[config.mk]
export PLATFORM = sky130hd
export DESIGN_NAME = info_frame_stuffing_framer
export DESIGN_NICKNAME = d
export VERILOG_FILES = /design/src/iff_pkg.sv /design/src/iff_front.sv /design/src/iff_queue.sv /design/src/iff_back.sv /design/src/info_frame_stuffing_framer.sv
export SDC_FILE = /design/constraint.sdc
export NUM_CORES = 1
export LEC_CHECK = 0
export BUFFER_PORTS_ARGS = -buffer_cell sky130_fd_sc_hd__buf_4
export CORE_ASPECT_RATIO = 0.9
export CORE_UTILIZATION = 25
export DETAILED_ROUTE_END_ITERATION = 10
export PLACE_DENSITY = 0.39
export SKIP_CTS_REPAIR_TIMING = 1
export SLEW_MARGIN = 20
export SYNTH_ARGS = -nofsm -noshare
export SYNTH_HDL_FRONTEND = slang
export SYNTH_HIERARCHICAL = 1
export SYNTH_SLANG_ARGS = --single-unit
export TNS_END_PERCENT = 30
[constraint.sdc]
create_clock -name clk -period 7.8 [get_ports clk]
set_input_delay 0.78 -clock clk [delete_from_list [all_inputs] [get_ports clk]]
set_output_delay 0.78 -clock clk [all_outputs]
set_load 0.01 [all_outputs]
[src/iff_pkg.sv]
// ----------------------------------------------------------------------------
// iff_pkg
// Types and constants shared by the information frame stuffing framer.
// ----------------------------------------------------------------------------
package iff_pkg;

  localparam int unsigned CfgIdxWidth = 3;

  localparam logic [CfgIdxWidth-1:0] REG_FLAG       = 3'd0;
  localparam logic [CfgIdxWidth-1:0] REG_ADDRESS    = 3'd1;
  localparam logic [CfgIdxWidth-1:0] REG_ESCAPE     = 3'd2;
  localparam logic [CfgIdxWidth-1:0] REG_FLAG_SUB   = 3'd3;
  localparam logic [CfgIdxWidth-1:0] REG_ESCAPE_SUB = 3'd4;
  localparam logic [CfgIdxWidth-1:0] REG_CTRL_ZERO  = 3'd5;
  localparam logic [CfgIdxWidth-1:0] REG_CTRL_ONE   = 3'd6;

  localparam logic [7:0] CHECK_INIT = 8'h00;

  typedef enum logic [1:0] {
    CLS_PLAIN,
    CLS_FLAG,
    CLS_ESC
  } stuff_cls_t;

  typedef enum logic [3:0] {
    PH_FLAG,
    PH_ADDR,
    PH_CTRL,
    PH_BCC,
    PH_DATA,
    PH_DATA2,
    PH_CHK,
    PH_CHK2,
    PH_CLOSE
  } phase_t;

  typedef struct packed {
    logic [7:0] flag_value;
    logic [7:0] address_value;
    logic [7:0] escape_value;
    logic [7:0] flag_substitute;
    logic [7:0] escape_substitute;
    logic [7:0] control_seq_zero;
    logic [7:0] control_seq_one;
  } cfg_t;

  typedef struct packed {
    logic       first;
    logic       seq;
    logic       last;
    logic [7:0] data;
    stuff_cls_t data_cls;
    logic [7:0] check;
    stuff_cls_t check_cls;
  } entry_t;

  function automatic stuff_cls_t classify(input logic [7:0] b, input cfg_t cfg);
    stuff_cls_t cls;
    if (b == cfg.flag_value) begin
      cls = CLS_FLAG;
    end else if (b == cfg.escape_value) begin
      cls = CLS_ESC;
    end else begin
      cls = CLS_PLAIN;
    end
    return cls;
  endfunction

endpackage

[src/iff_front.sv]
// ----------------------------------------------------------------------------
// iff_front
// Accepts input items, keeps the running XOR check and classifies the
// payload and check bytes for stuffing.
// ----------------------------------------------------------------------------
module iff_front (
  input  logic            clk,
  input  logic            rst_n,
  input  iff_pkg::cfg_t   cfg,
  input  logic            in_valid,
  output logic            in_stall,
  input  logic [7:0]      in_payload_byte,
  input  logic            in_sequence_bit,
  input  logic            in_first_of_packet,
  input  logic            in_last_of_packet,
  input  logic            q_full,
  output logic            q_push,
  output iff_pkg::entry_t q_entry
);
  import iff_pkg::*;

  logic [7:0] chk_r;
  logic [7:0] chk_nxt;
  logic [7:0] data_check;

  assign in_stall   = q_full;
  assign q_push     = in_valid && !q_full;
  assign data_check = (in_first_of_packet ? CHECK_INIT : chk_r) ^ in_payload_byte;
  assign chk_nxt    = in_last_of_packet ? CHECK_INIT : data_check;

  always_comb begin
    q_entry.first     = in_first_of_packet;
    q_entry.seq       = in_sequence_bit;
    q_entry.last      = in_last_of_packet;
    q_entry.data      = in_payload_byte;
    q_entry.data_cls  = classify(in_payload_byte, cfg);
    q_entry.check     = data_check;
    q_entry.check_cls = classify(data_check, cfg);
  end

  always_ff @(posedge clk) begin
    if (!rst_n) begin
      chk_r <= CHECK_INIT;
    end else if (q_push) begin
      chk_r <= chk_nxt;
    end
  end

endmodule

[src/iff_queue.sv]
// ----------------------------------------------------------------------------
// iff_queue
// Short register queue of classified items between front and back.
// ----------------------------------------------------------------------------
module iff_queue #(
  parameter int unsigned DEPTH = 2
) (
  input  logic            clk,
  input  logic            rst_n,
  input  logic            push,
  input  iff_pkg::entry_t push_entry,
  output logic            full,
  input  logic            pop,
  output logic            head_valid,
  output iff_pkg::entry_t head
);
  import iff_pkg::*;

  localparam int unsigned AW = (DEPTH > 1) ? $clog2(DEPTH) : 1;
  localparam int unsigned CW = $clog2(DEPTH + 1);
  localparam logic [AW-1:0] LAST_PTR = AW'(DEPTH - 1);
  localparam logic [CW-1:0] FULL_CNT = CW'(DEPTH);

  entry_t        mem_r [DEPTH];
  logic [AW-1:0] wr_ptr_r;
  logic [AW-1:0] wr_ptr_nxt;
  logic [AW-1:0] rd_ptr_r;
  logic [AW-1:0] rd_ptr_nxt;
  logic [CW-1:0] count_r;
  logic [CW-1:0] count_nxt;
  logic          do_pop;

  assign full       = (count_r == FULL_CNT);
  assign head_valid = (count_r != '0);
  assign head       = mem_r[rd_ptr_r];
  assign do_pop     = pop && head_valid;

  always_comb begin
    wr_ptr_nxt = wr_ptr_r;
    rd_ptr_nxt = rd_ptr_r;
    count_nxt  = count_r;
    if (push) begin
      wr_ptr_nxt = (wr_ptr_r == LAST_PTR) ? '0 : wr_ptr_r + 1'b1;
    end
    if (do_pop) begin
      rd_ptr_nxt = (rd_ptr_r == LAST_PTR) ? '0 : rd_ptr_r + 1'b1;
    end
    if (push && !do_pop) begin
      count_nxt = count_r + 1'b1;
    end else if (do_pop && !push) begin
      count_nxt = count_r - 1'b1;
    end
  end

  always_ff @(posedge clk) begin
    if (!rst_n) begin
      wr_ptr_r <= '0;
      rd_ptr_r <= '0;
      count_r  <= '0;
    end else begin
      wr_ptr_r <= wr_ptr_nxt;
      rd_ptr_r <= rd_ptr_nxt;
      count_r  <= count_nxt;
    end
  end

  always_ff @(posedge clk) begin
    if (push) begin
      mem_r[wr_ptr_r] <= push_entry;
    end
  end

endmodule

[src/iff_back.sv]
// ----------------------------------------------------------------------------
// iff_back
// Byte sequencer: walks header, stuffed payload, stuffed check and closing
// flag for the item at the queue head, one line byte per cycle while the output is not stalled.
// ----------------------------------------------------------------------------
module iff_back (
  input  logic            clk,
  input  logic            rst_n,
  input  iff_pkg::cfg_t   cfg,
  input  logic            head_valid,
  input  iff_pkg::entry_t head,
  output logic            pop,
  output logic            out_valid,
  input  logic            out_stall,
  output logic [7:0]      out_line_byte,
  output logic            out_last_of_run,
  output logic            out_frame_done
);
  import iff_pkg::*;

  phase_t     phase_r;
  phase_t     phase_nxt;
  phase_t     cur;
  logic       busy_r;
  logic       fin;
  logic       load;
  logic [7:0] ctrl;
  logic [7:0] byte_c;
  logic       done_c;

  logic       out_valid_r;
  logic       out_valid_nxt;
  logic [7:0] out_byte_r;
  logic       out_last_r;
  logic       out_done_r;

  assign load = head_valid && (!out_valid_r || !out_stall);
  assign pop  = load && fin;
  assign cur  = busy_r ? phase_r : (head.first ? PH_FLAG : PH_DATA);
  assign ctrl = head.seq ? cfg.control_seq_one : cfg.control_seq_zero;

  // next phase
  always_comb begin
    phase_nxt = cur;
    fin       = 1'b0;
    unique case (cur)
      PH_FLAG:  phase_nxt = PH_ADDR;
      PH_ADDR:  phase_nxt = PH_CTRL;
      PH_CTRL:  phase_nxt = PH_BCC;
      PH_BCC:   phase_nxt = PH_DATA;
      PH_DATA: begin
        if (head.data_cls != CLS_PLAIN) begin
          phase_nxt = PH_DATA2;
        end else if (head.last) begin
          phase_nxt = PH_CHK;
        end else begin
          fin = 1'b1;
        end
      end
      PH_DATA2: begin
        if (head.last) begin
          phase_nxt = PH_CHK;
        end else begin
          fin = 1'b1;
        end
      end
      PH_CHK:   phase_nxt = (head.check_cls != CLS_PLAIN) ? PH_CHK2 : PH_CLOSE;
      PH_CHK2:  phase_nxt = PH_CLOSE;
      PH_CLOSE: fin = 1'b1;
      default:  fin = 1'b1;
    endcase
  end

  // byte for the current phase
  always_comb begin
    byte_c = cfg.flag_value;
    done_c = 1'b0;
    unique case (cur)
      PH_FLAG:  byte_c = cfg.flag_value;
      PH_ADDR:  byte_c = cfg.address_value;
      PH_CTRL:  byte_c = ctrl;
      PH_BCC:   byte_c = cfg.address_value ^ ctrl;
      PH_DATA:  byte_c = (head.data_cls == CLS_PLAIN) ? head.data : cfg.escape_value;
      PH_DATA2: byte_c = (head.data_cls == CLS_FLAG) ? cfg.flag_substitute
                                                     : cfg.escape_substitute;
      PH_CHK:   byte_c = (head.check_cls == CLS_PLAIN) ? head.check : cfg.escape_value;
      PH_CHK2:  byte_c = (head.check_cls == CLS_FLAG) ? cfg.flag_substitute
                                                      : cfg.escape_substitute;
      PH_CLOSE: begin
        byte_c = cfg.flag_value;
        done_c = 1'b1;
      end
      default:  byte_c = cfg.flag_value;
    endcase
  end

  always_comb begin
    if (load) begin
      out_valid_nxt = 1'b1;
    end else begin
      out_valid_nxt = out_valid_r && out_stall;
    end
  end

  always_ff @(posedge clk) begin
    if (!rst_n) begin
      phase_r     <= PH_FLAG;
      busy_r      <= 1'b0;
      out_valid_r <= 1'b0;
    end else begin
      out_valid_r <= out_valid_nxt;
      if (load) begin
        phase_r <= phase_nxt;
        busy_r  <= !fin;
      end
    end
  end

  always_ff @(posedge clk) begin
    if (load) begin
      out_byte_r <= byte_c;
      out_last_r <= fin;
      out_done_r <= done_c;
    end
  end

  assign out_valid       = out_valid_r;
  assign out_line_byte   = out_byte_r;
  assign out_last_of_run = out_last_r;
  assign out_frame_done  = out_done_r;

endmodule

[src/info_frame_stuffing_framer.sv]
// ----------------------------------------------------------------------------
// info_frame_stuffing_framer
// Frames payload bytes into information frames with byte stuffing and an
// XOR block check.
// ----------------------------------------------------------------------------
// Each input item yields 1 to 9 line bytes: header (flag, address, control,
// address XOR control) on a packet's first item, the payload byte stuffed
// with escape when it equals flag or escape, and on the last item the
// stuffed XOR check and a closing flag. The back sequencer emits one line
// byte per clock while an item is queued and the receiver does not stall
// it; the front takes one item per clock while the queue has room. Configure
// registers only while the block is idle.
module info_frame_stuffing_framer #(
  parameter int unsigned QUEUE_DEPTH = 2
) (
  input  logic                           clk,
  input  logic                           rst_n,
  input  logic                           cfg_wr_en,
  input  logic [iff_pkg::CfgIdxWidth-1:0] cfg_index,
  input  logic [7:0]                     cfg_data,
  input  logic                           in_valid,
  output logic                           in_stall,
  input  logic [7:0]                     in_payload_byte,
  input  logic                           in_sequence_bit,
  input  logic                           in_first_of_packet,
  input  logic                           in_last_of_packet,
  output logic                           out_valid,
  input  logic                           out_stall,
  output logic [7:0]                     out_line_byte,
  output logic                           out_last_of_run,
  output logic                           out_frame_done
);
  import iff_pkg::*;

  cfg_t   cfg_r;
  logic   q_full;
  logic   q_push;
  entry_t q_entry;
  logic   q_pop;
  logic   head_valid;
  entry_t head;

  always_ff @(posedge clk) begin
    if (!rst_n) begin
      cfg_r.flag_value        <= 8'h7E;
      cfg_r.address_value     <= 8'h03;
      cfg_r.escape_value      <= 8'h7D;
      cfg_r.flag_substitute   <= 8'h5E;
      cfg_r.escape_substitute <= 8'h5D;
      cfg_r.control_seq_zero  <= 8'h00;
      cfg_r.control_seq_one   <= 8'h40;
    end else if (cfg_wr_en) begin
      unique case (cfg_index)
        REG_FLAG:       cfg_r.flag_value        <= cfg_data;
        REG_ADDRESS:    cfg_r.address_value     <= cfg_data;
        REG_ESCAPE:     cfg_r.escape_value      <= cfg_data;
        REG_FLAG_SUB:   cfg_r.flag_substitute   <= cfg_data;
        REG_ESCAPE_SUB: cfg_r.escape_substitute <= cfg_data;
        REG_CTRL_ZERO:  cfg_r.control_seq_zero  <= cfg_data;
        REG_CTRL_ONE:   cfg_r.control_seq_one   <= cfg_data;
        default: ;
      endcase
    end
  end

  iff_front u_front (
    .clk                (clk),
    .rst_n              (rst_n),
    .cfg                (cfg_r),
    .in_valid           (in_valid),
    .in_stall           (in_stall),
    .in_payload_byte    (in_payload_byte),
    .in_sequence_bit    (in_sequence_bit),
    .in_first_of_packet (in_first_of_packet),
    .in_last_of_packet  (in_last_of_packet),
    .q_full             (q_full),
    .q_push             (q_push),
    .q_entry            (q_entry)
  );

  iff_queue #(
    .DEPTH (QUEUE_DEPTH)
  ) u_queue (
    .clk        (clk),
    .rst_n      (rst_n),
    .push       (q_push),
    .push_entry (q_entry),
    .full       (q_full),
    .pop        (q_pop),
    .head_valid (head_valid),
    .head       (head)
  );

  iff_back u_back (
    .clk             (clk),
    .rst_n           (rst_n),
    .cfg             (cfg_r),
    .head_valid      (head_valid),
    .head            (head),
    .pop             (q_pop),
    .out_valid       (out_valid),
    .out_stall       (out_stall),
    .out_line_byte   (out_line_byte),
    .out_last_of_run (out_last_of_run),
    .out_frame_done  (out_frame_done)
  );

endmodule

# --- Word-level counts from Yosys, hierarchy flattened ---
# Memory sizes are Yosys's and may differ from the RTL's. A register that Yosys moved wholly into a read port is not among the register bits.
# Cells that the tools add are included.
op_classes:
  n_addsub: 4
  n_mul: 0
  div_mod_pow: 0
  magnitude_cmp: 0
  eq_ne: 21
  shift: 0
  n_mux: 31
  n_bitwise: 2
  reduce_logical: 30
op_table:
  columns: ["operator", "count"]
  rows:
  - ["$mux W8", 7]
  - ["$pmux W8 S7", 1]
  - ["$eq A8 B8 Y1", 4]
  - ["$pmux W4 S8", 1]
  - ["$eq A4 B3 Y1 const B", 4]
  - ["$mux W4", 4]
  - ["$xor A8 B8 Y8", 2]
  - ["$reduce_and A2 Y1", 7]
  - ["$mux W2", 6]
  - ["$mux W1", 10]
  - ["$eq A3 B3 Y1 const B", 3]
  - ["$eq A4 B2 Y1 const B", 2]
  - ["$reduce_bool A2 Y1", 4]
  - ["$logic_and A1 B1 Y1", 7]
  - ["$eq A3 B2 Y1 const B", 2]
  - ["$logic_not A1 Y1", 6]
  - ["$reduce_or A6 Y1", 1]
  - ["$eq A2 B1 Y1 const B", 2]
  - ["$eq A4 B1 Y1 const B", 1]
  - ["$eq A4 B4 Y1 const B", 1]
  - ["$logic_not A2 Y1", 2]
  - ["$logic_not A4 Y1", 1]
  - ["$eq A3 B1 Y1 const B", 1]
  - ["$logic_not A3 Y1", 1]
  - ["7 further kinds", 8]
word_totals:
  reg_bits: 84
  latch_bits: 0
  mem_bits_rw: 46
  rom_bits: 0
  input_bits: 27
  memories: 1
memory_table:
  columns: ["name", "depth", "word_bits", "rd", "rd_clocked_by_memory_dff", "wr", "line_no", "text"]
  rows:
  - ["u_queue.mem_r", 2, 23, 1, 1, 1, "iff_queue.sv:24", "entry_t mem_r [DEPTH];"]

# --- Longest topological paths before layout ---
# Gate-level depths: netlist of the first run.
depth:
  depth_word: 10
  ltp_mapped: 12

# --- Modules after synthesis ---
# Netlist of the first run, hierarchy kept.
by_module_without_submodules:
  columns: ["module", "n_inst", "cells_each", "area_per_inst_um2"]
  rows:
  - ["info_frame_stuffing_framer", 1, 206, 2173.3]
  - ["iff_queue", 1, 93, 1870.5]
  - ["iff_back", 1, 172, 1515.2]
  - ["iff_front", 1, 125, 1003.5]

# --- Worst setup path after synthesis of the first run ---
# OpenSTA, ideal clock, no wires.
synth_timing:
  path_kind: "register -> register"
  from: "reg (tool-made name)"
  to: "reg u_queue.count_r[1]"
  arrival_ns: 2.642
  required_time_ns: 7.730
  slack_ns: 5.088
  stages_incl_launch_ff: 12
  synth_period_minus_slack_ns: 2.712
  cell_sequence: "dfxtp_1 buf_2 mux2_2 nor2_2 o21a_1 a21oi_1 o21ai_0 and2_1 o21ai_1 ha_1 or3_1 a21boi_1"
synth_lines:
  columns: ["element", "line_no", "text"]
  rows:
  - ["to (signal assigned)", "iff_queue.sv:63", "count_r <= count_nxt;"]
  - ["to (decl)", "iff_queue.sv:29", "logic [CW-1:0] count_r;"]

==> flow_summary.yaml, run 1 <==
outcome:
  status: "complete, no violations"
setup_path:
  cp.depth: 11
  cp.buffers_inverters: 1
  ff2ff_path_depth: 11
  worstReg2RegEnd: "u_queue/count_r[1]$_SDFFE_PN0P_"
  cp.arrival_ns: 3.54
  crit_type: "flop to flop"
  start_kind: "flop"
  cpPeakStageDelay_ns: 0.43
  crit_family: "simple AND/OR/NAND/NOR gates"
  required_ns: 8.14
  ff2ff_setup_slack_ns: 4.60
  slowest_stage: "nor2_2"
  critPathCaptureType: "flop"
  cp_max_fo: 23
  crit_chain: "buf_4 > mux2_2 > nor2_2 > o21a_1 > a21oi_1 > o21ai_0 > and2_1 > o21ai_1 > ha_1 > or3_1 > a21boi_1"
logic_synthesis:
  synth_edf_count: 56
  syn_area_per_cell_um2: 11.0
  ys_seq_area_share_pct: 48.5
  synth_fp_nets: 624
  synth_seq_cells: 131
  synthCells: 596
  async_flop_share_pct: 0
  ys.warnings.count: 6
  netlist_area_mm2: 0.00656
  ys.flop_type: "dfxtp_1"
  yosysUniqueCellTypes: 60
finish:
  area_growth_pct: 17.1
  fillers: 2653
  num-nets-final: 645
  layout_common_cells: "mux2i_1 (78), dfxtp_1 (75), nand2_1 (60)"
  seqCellArea_mm2: 0.00318
  layout_commonest_cell: "mux2i_1"
  layout-drive-gt1-share_pct: 17.6
  diodes: 0
  multiInputGateArea_mm2: 0.00313
sta:
  slew_headroom_pct: 42.2
  rsz0062_at_grt: "false"
  setup_viol: 0
  tightest_slew_ns: 0.867
  slew_violations: 0
  fin_crit_sh_pct: 41.0
  timing.fmax_mhz: 313
  timing.hold.ws_ns: 0.457
  clock_skew_ns: 0.00886
  period_needed_ns: 3.20
  finalSetupTns_ns: 0
  hold_viol_final: 0
placed_design:
  hpwl_um: 13100
  portBuffers: 38
  gp_congestion: 0.784
route:
  ant_nets: 0
  drt-total-wl_um: 17900
  vias_per_cell: 4.63
  drt_first_pass_iters: 6
  vias: 4504
  post_drt_wl_per_cell_um: 18.4
  drtIter0Drc: 279
  drc: 0
global_routing:
  grt_use_total_pct: 13.8
  use_met1_pct: 18.4
  grtUsageMet2_pct: 22.4
  overflow: 0
  busiest_layer: "met2"
  grtUsageMet3_pct: 3.05
  grt_first_pass_wirelength_um: 27600
  grt_pass1_vias: 4628
  grt_max_degree: 91
  grt_antenna_before_repair: 0
clocking:
  clkTransAtPathRegs_ns: 0.06
  clockBufferDepth: 2
  root_buffer: "clkbuf_16"
  cts.sinks: 131
  cts_tree: "done"
  clock_latency_ns: 0.42
  cts_buffers: 17
  cts-htree-levels: 4
power:
  power_density_mw_per_mm2: 265
  irDropWorstVdd_mv: 0.106
  p_leak_nw: 2.95
floorplanning:
  pin_count: 39
  die_w_um: 173
  start_util_pct: 25.8
  dieArea_mm2: 0.0269
  num_rows: 55
  coreArea_mm2: 0.0255
  dieHeight_um: 156
worst_hold_path:
  min_delay_path_depth: 2
  hold_end: "cfg_r[29]$_SDFFE_PN0P_"
  min_from: "cfg_r[29]$_SDFFE_PN0P_"
  hp-class: "flop to flop"
flow_run:
  drv_cap: 0
[flip-flops by register name, indices dropped and copies added (netlist names), named ones only]
| name | flops |
|---|---|
| u_back/phase_r | 4 |
| u_front/chk_r | 8 |
| u_back/out_frame_done | 1 |
| u_queue/wr_ptr_r | 1 |
| u_queue/mem_r | 46 |
| u_back/out_last_of_run | 1 |
| u_back/out_valid | 1 |
| u_queue/count_r | 2 |
| u_back/out_line_byte | 8 |
| cfg_r | 56 |
| u_queue/rd_ptr_r | 1 |
| u_back/busy_r | 1 |
[power breakdown]
group          leakage, nW  internal, mW  switching, mW
sequential            1.14         0.794         0.0578
combinational         1.53         0.156          0.209
clock                0.287         0.528          0.288
total                 2.95          1.48          0.555
[how the worst max path moves through the flow]
stage	endpoint	slack, ns	from
6_report	u_queue/count_r[1]$_SDFFE_PN0P_	4.60	flop
5_1_grt	u_queue/count_r[1]$_SDFFE_PN0P_	4.37	flop
4_1_cts	u_queue/count_r[1]$_SDFFE_PN0P_	4.58	flop
3_5_place_dp	u_queue/count_r[1]$_SDFFE_PN0P_	4.65	flop
3_3_place_gp	u_queue/count_r[1]$_SDFFE_PN0P_	4.74	flop
2_1_floorplan	u_queue/count_r[1]$_SDFFE_PN0P_	5.09	flop
[area by class of cell]
cell class	count	area share (%)
Sequential cell	131	41.4
Clock inverter	13	2.15
Tap cell	342	5.57
Multi-Input combinational cell	418	40.7
Clock buffer	19	5.63
Timing Repair Buffer	43	4.20
Inverter	6	0.293
[routing by layer]
metal / up-vias / wire length (um)
li1: 2181 / -
met1: 2230 / 8800
met2: 79 / 8360
met3: 14 / 599
met4: 0 / 159
met5: - / 0
[synthesized netlist by cell type, drive strengths merged (2+ instances only)]
library cell,number,share of area [%]
a211o,3,0.40
a211oi,3,0.50
a21boi,2,0.23
a21oi,14,1.1
a22oi,9,1.0
a31oi,3,0.29
and2,5,0.48
and4b,2,0.31
and4bb,2,0.38
buf,29,2.9
clkbuf,12,0.69
dfxtp,75,23
edfxtp,56,26
inv,6,0.34
mux2,29,5.1
mux2i,78,12
nand2,60,3.4
nand2b,13,1.2
nand3,7,0.53
nand3b,3,0.34
nand4,5,0.48
nand4b,4,0.53
nand4bb,2,0.34
nor2,25,1.5
nor2b,46,4.4
o2111ai,4,0.53
o211ai,4,0.46
o21a,6,0.69
o21ai,14,1.1
o221ai,3,0.40
o22a,5,0.67
o22ai,4,0.38
o32a,3,0.46
or2,2,0.19
or4b,3,0.46
xnor2,26,3.5
xnor3,2,0.69
xor2,14,1.9
[cells by family after synthesis]
kind of cell	synth area share, %
buffers and inverters	3.91
flip-flops	48.5
AND/OR/NAND/NOR	15.3
adder cells (fa/ha/maj)	0.191
AO/OA/AOI/OAI	9.04
multiplexers	17.0
XOR/XNOR	6.02
[stage by stage]
step / area, um^2 / setup WS, ns / util [%] / total power, mW / instances
after floorplan: 6560 / 5.09 / - / 1.10 / 596
after CTS: 7690 / 4.58 / 30.2 / 2.07 / 972
after global placement: 7090 / 4.74 / 27.8 / 1.23 / 940
after detailed placement: 7090 / 4.65 / 27.8 / 1.23 / 940
after global routing: 7690 / 4.37 / 30.2 / 2.14 / 972
final: 7690 / 4.60 / 30.2 / 2.03 / 972
[worst min-delay path, delay by kind of cell (launching register included)]
family           cells  cell delay [ns]
DFF                  1             0.31
and+or+nand+nor      1             0.05
muxes                1             0.05
(Power assumes the default switching activity.)
==> run 2, diff against run 1 <==
- PLACE_DENSITY: 0.39 -> 0.4
- clock period: 7.8 -> 2.9 ns (I/O delays scaled with it)
==> run 2 against run 1 <==
  * Clock power grew to 2.8 times the previous value
  * Global-route usage grew 0.48 points
  * Design area grew 1.5%
  * Power grew to 2.7 times the previous value
  * Sequential power grew to 2.6 times the previous value
  * Core utilization grew 0.46 points
  * Via count grew 1.8%
  * First-iteration DRC count grew 4.3%
  * Setup slack lost 4.3 ns
  * Die area is the same
  * Highest routed layer unchanged
==> flow_summary.yaml, run 2 (same netlist as run 1, synthesis figures left out) <==
route:
  drt-total-wl_um: 18300
  drtIter0Drc: 291
  drt_first_pass_iters: 4
  vias_per_cell: 4.66
  post_drt_wl_per_cell_um: 18.6
  ant_nets: 0
  vias: 4586
  drc: 0
power:
  pwr-share-clk_pct: 40.3
  comb_power_share_pct: 19.5
  switchingPower_mw: 1.56
  power_density_mw_per_mm2: 716
  seqPwrFrac_pct: 40.2
  finalPower_mw: 5.59
  p_leak_nw: 3.02
  netSwitchingFraction_pct: 27.9
  irDropWorstVdd_mv: 0.388
  p_int_mw: 4.03
floorplanning:
  die_w_um: 173
  dieArea_mm2: 0.0269
  num_rows: 55
  start_util_pct: 25.8
  pin_count: 39
  coreArea_mm2: 0.0255
  dieHeight_um: 156
clocking:
  clkTransAtPathRegs_ns: 0.06
  clockBufferDepth: 2
  cts.sinks: 131
  clock_latency_ns: 0.42
  root_buffer: "clkbuf_16"
  cts_buffers: 17
  cts_tree: "done"
  cts-htree-levels: 4
setup_path:
  ff2ff_setup_slack_ns: 0.34
  crit_family: "simple AND/OR/NAND/NOR gates"
  slowest_stage: "dfxtp_1"
  cp.arrival_ns: 2.90
  ff2ff_path_depth: 10
  worstReg2RegEnd: "u_queue/count_r[1]$_SDFFE_PN0P_"
  required_ns: 3.24
  critPathCaptureType: "flop"
  cp_max_fo: 5
  cp.buffers_inverters: 0
  cpPeakStageDelay_ns: 0.43
  start_kind: "flop"
  crit_type: "flop to flop"
  crit_chain: "mux2_2 > nor2_1 > o21a_1 > a21oi_1 > o21ai_0 > and2_1 > o21ai_1 > ha_1 > or3_1 > a21boi_1"
sta:
  tightest_slew_ns: 0.796
  slew_headroom_pct: 46.6
  rsz0062_at_grt: "false"
  hold_viol_final: 0
  period_needed_ns: 2.56
  clock_skew_ns: 0.00756
  fin_crit_sh_pct: 88.2
  timing.hold.ws_ns: 0.0614
  slew_violations: 0
  timing.fmax_mhz: 391
  layout_setup_ws_ns: 0.342
  finalSetupTns_ns: 0
  setup_viol: 0
placed_design:
  gp_congestion: 0.795
  dp_slack_ns: 0.282
  place_inst: 953
  portBuffers: 38
  placed_area_mm2: 0.00719
  hpwl_um: 13500
flow_run:
  drv_cap: 0
finish:
  layout-drive-gt1-share_pct: 19.9
  largest-register: "cfg_r"
  reg_top3: "cfg_r x56, u_queue/mem_r x46"
  final_core_util_pct: 30.6
  diodes: 0
  layout_common_cells: "mux2i_1 (78), dfxtp_1 (75), nand2_1 (60)"
  area_growth_pct: 18.9
  layout_commonest_cell: "mux2i_1"
  fin_area_mm2: 0.00780
  largest_register_ffs: 56
  final_cell_count_no_fill: 985
  num-nets-final: 658
worst_hold_path:
  hp-class: "input port to flop"
  min_from: "in_sequence_bit"
  min_delay_path_depth: 1
  hold_end: "u_queue/mem_r[0][21]$_DFFE_PP_"
global_routing:
  grt_pass1_vias: 4891
  grt_max_degree: 51
  grt_antenna_before_repair: 0
  grt_use_total_pct: 14.3
  grt_first_pass_wirelength_um: 28500
  overflow: 0
outcome:
  status: "complete, no violations"
-- run 2: cell types whose count changed in the layout (fill, tap and decap cells not counted), sizes merged --
cell,change
buf,+13
clkinvlp,+1
clkbuf,-1
-- run 2: routing by layer --
| metal | GRT usage [%] | vias to the layer above | share of wire [%] |
|---|---|---|---|
| met2 | 23.4 | 91 | 47 |
| met4 | 4.09 | 0 | 1.0 |
| met5 | 0 | - | 0 |
| met1 | 18.5 | 2270 | 47 |
| met3 | 3.78 | 13 | 4.8 |
| li1 | - | 2212 | - |
-- run 2: layout make-up --
class | instances | area [um^2]
Multi-Input combinational cell | 418 | 3130
Sequential cell | 131 | 3180
Timing Repair Buffer | 56 | 420
Fill cell | 2639 | 17700
Tap cell | 342 | 428
Inverter | 6 | 22.5
Clock buffer | 18 | 429
Clock inverter | 14 | 188
-- run 2: how the worst max path moves through the flow --
stage | from | end | cells past startpoint | slack (ns)
6_report | flop | u_queue/count_r[1]$_SDFFE_PN0P_ | 10 | 0.34
5_1_grt | flop | u_queue/count_r[1]$_SDFFE_PN0P_ | 10 | 0.16
4_1_cts | flop | u_queue/count_r[1]$_SDFFE_PN0P_ | 10 | 0.30
3_5_place_dp | flop | u_queue/count_r[1]$_SDFFE_PN0P_ | 10 | 0.28
3_3_place_gp | flop | u_queue/count_r[1]$_SDFFE_PN0P_ | 10 | 0.40
2_1_floorplan | flop | u_queue/count_r[1]$_SDFFE_PN0P_ | 11 | 0.19
-- run 2: power by group through the flow --
stage | sequential, mW | clock, mW | combinational, mW
2_1_floorplan | 2.26 | 0 | 0.692
3_5_place_dp | 2.28 | 0 | 1.09
3_3_place_gp | 2.28 | 0 | 1.09
6_report | 2.25 | 2.25 | 1.09
4_1_cts | 2.25 | 2.30 | 1.10
5_1_grt | 2.27 | 2.38 | 1.18
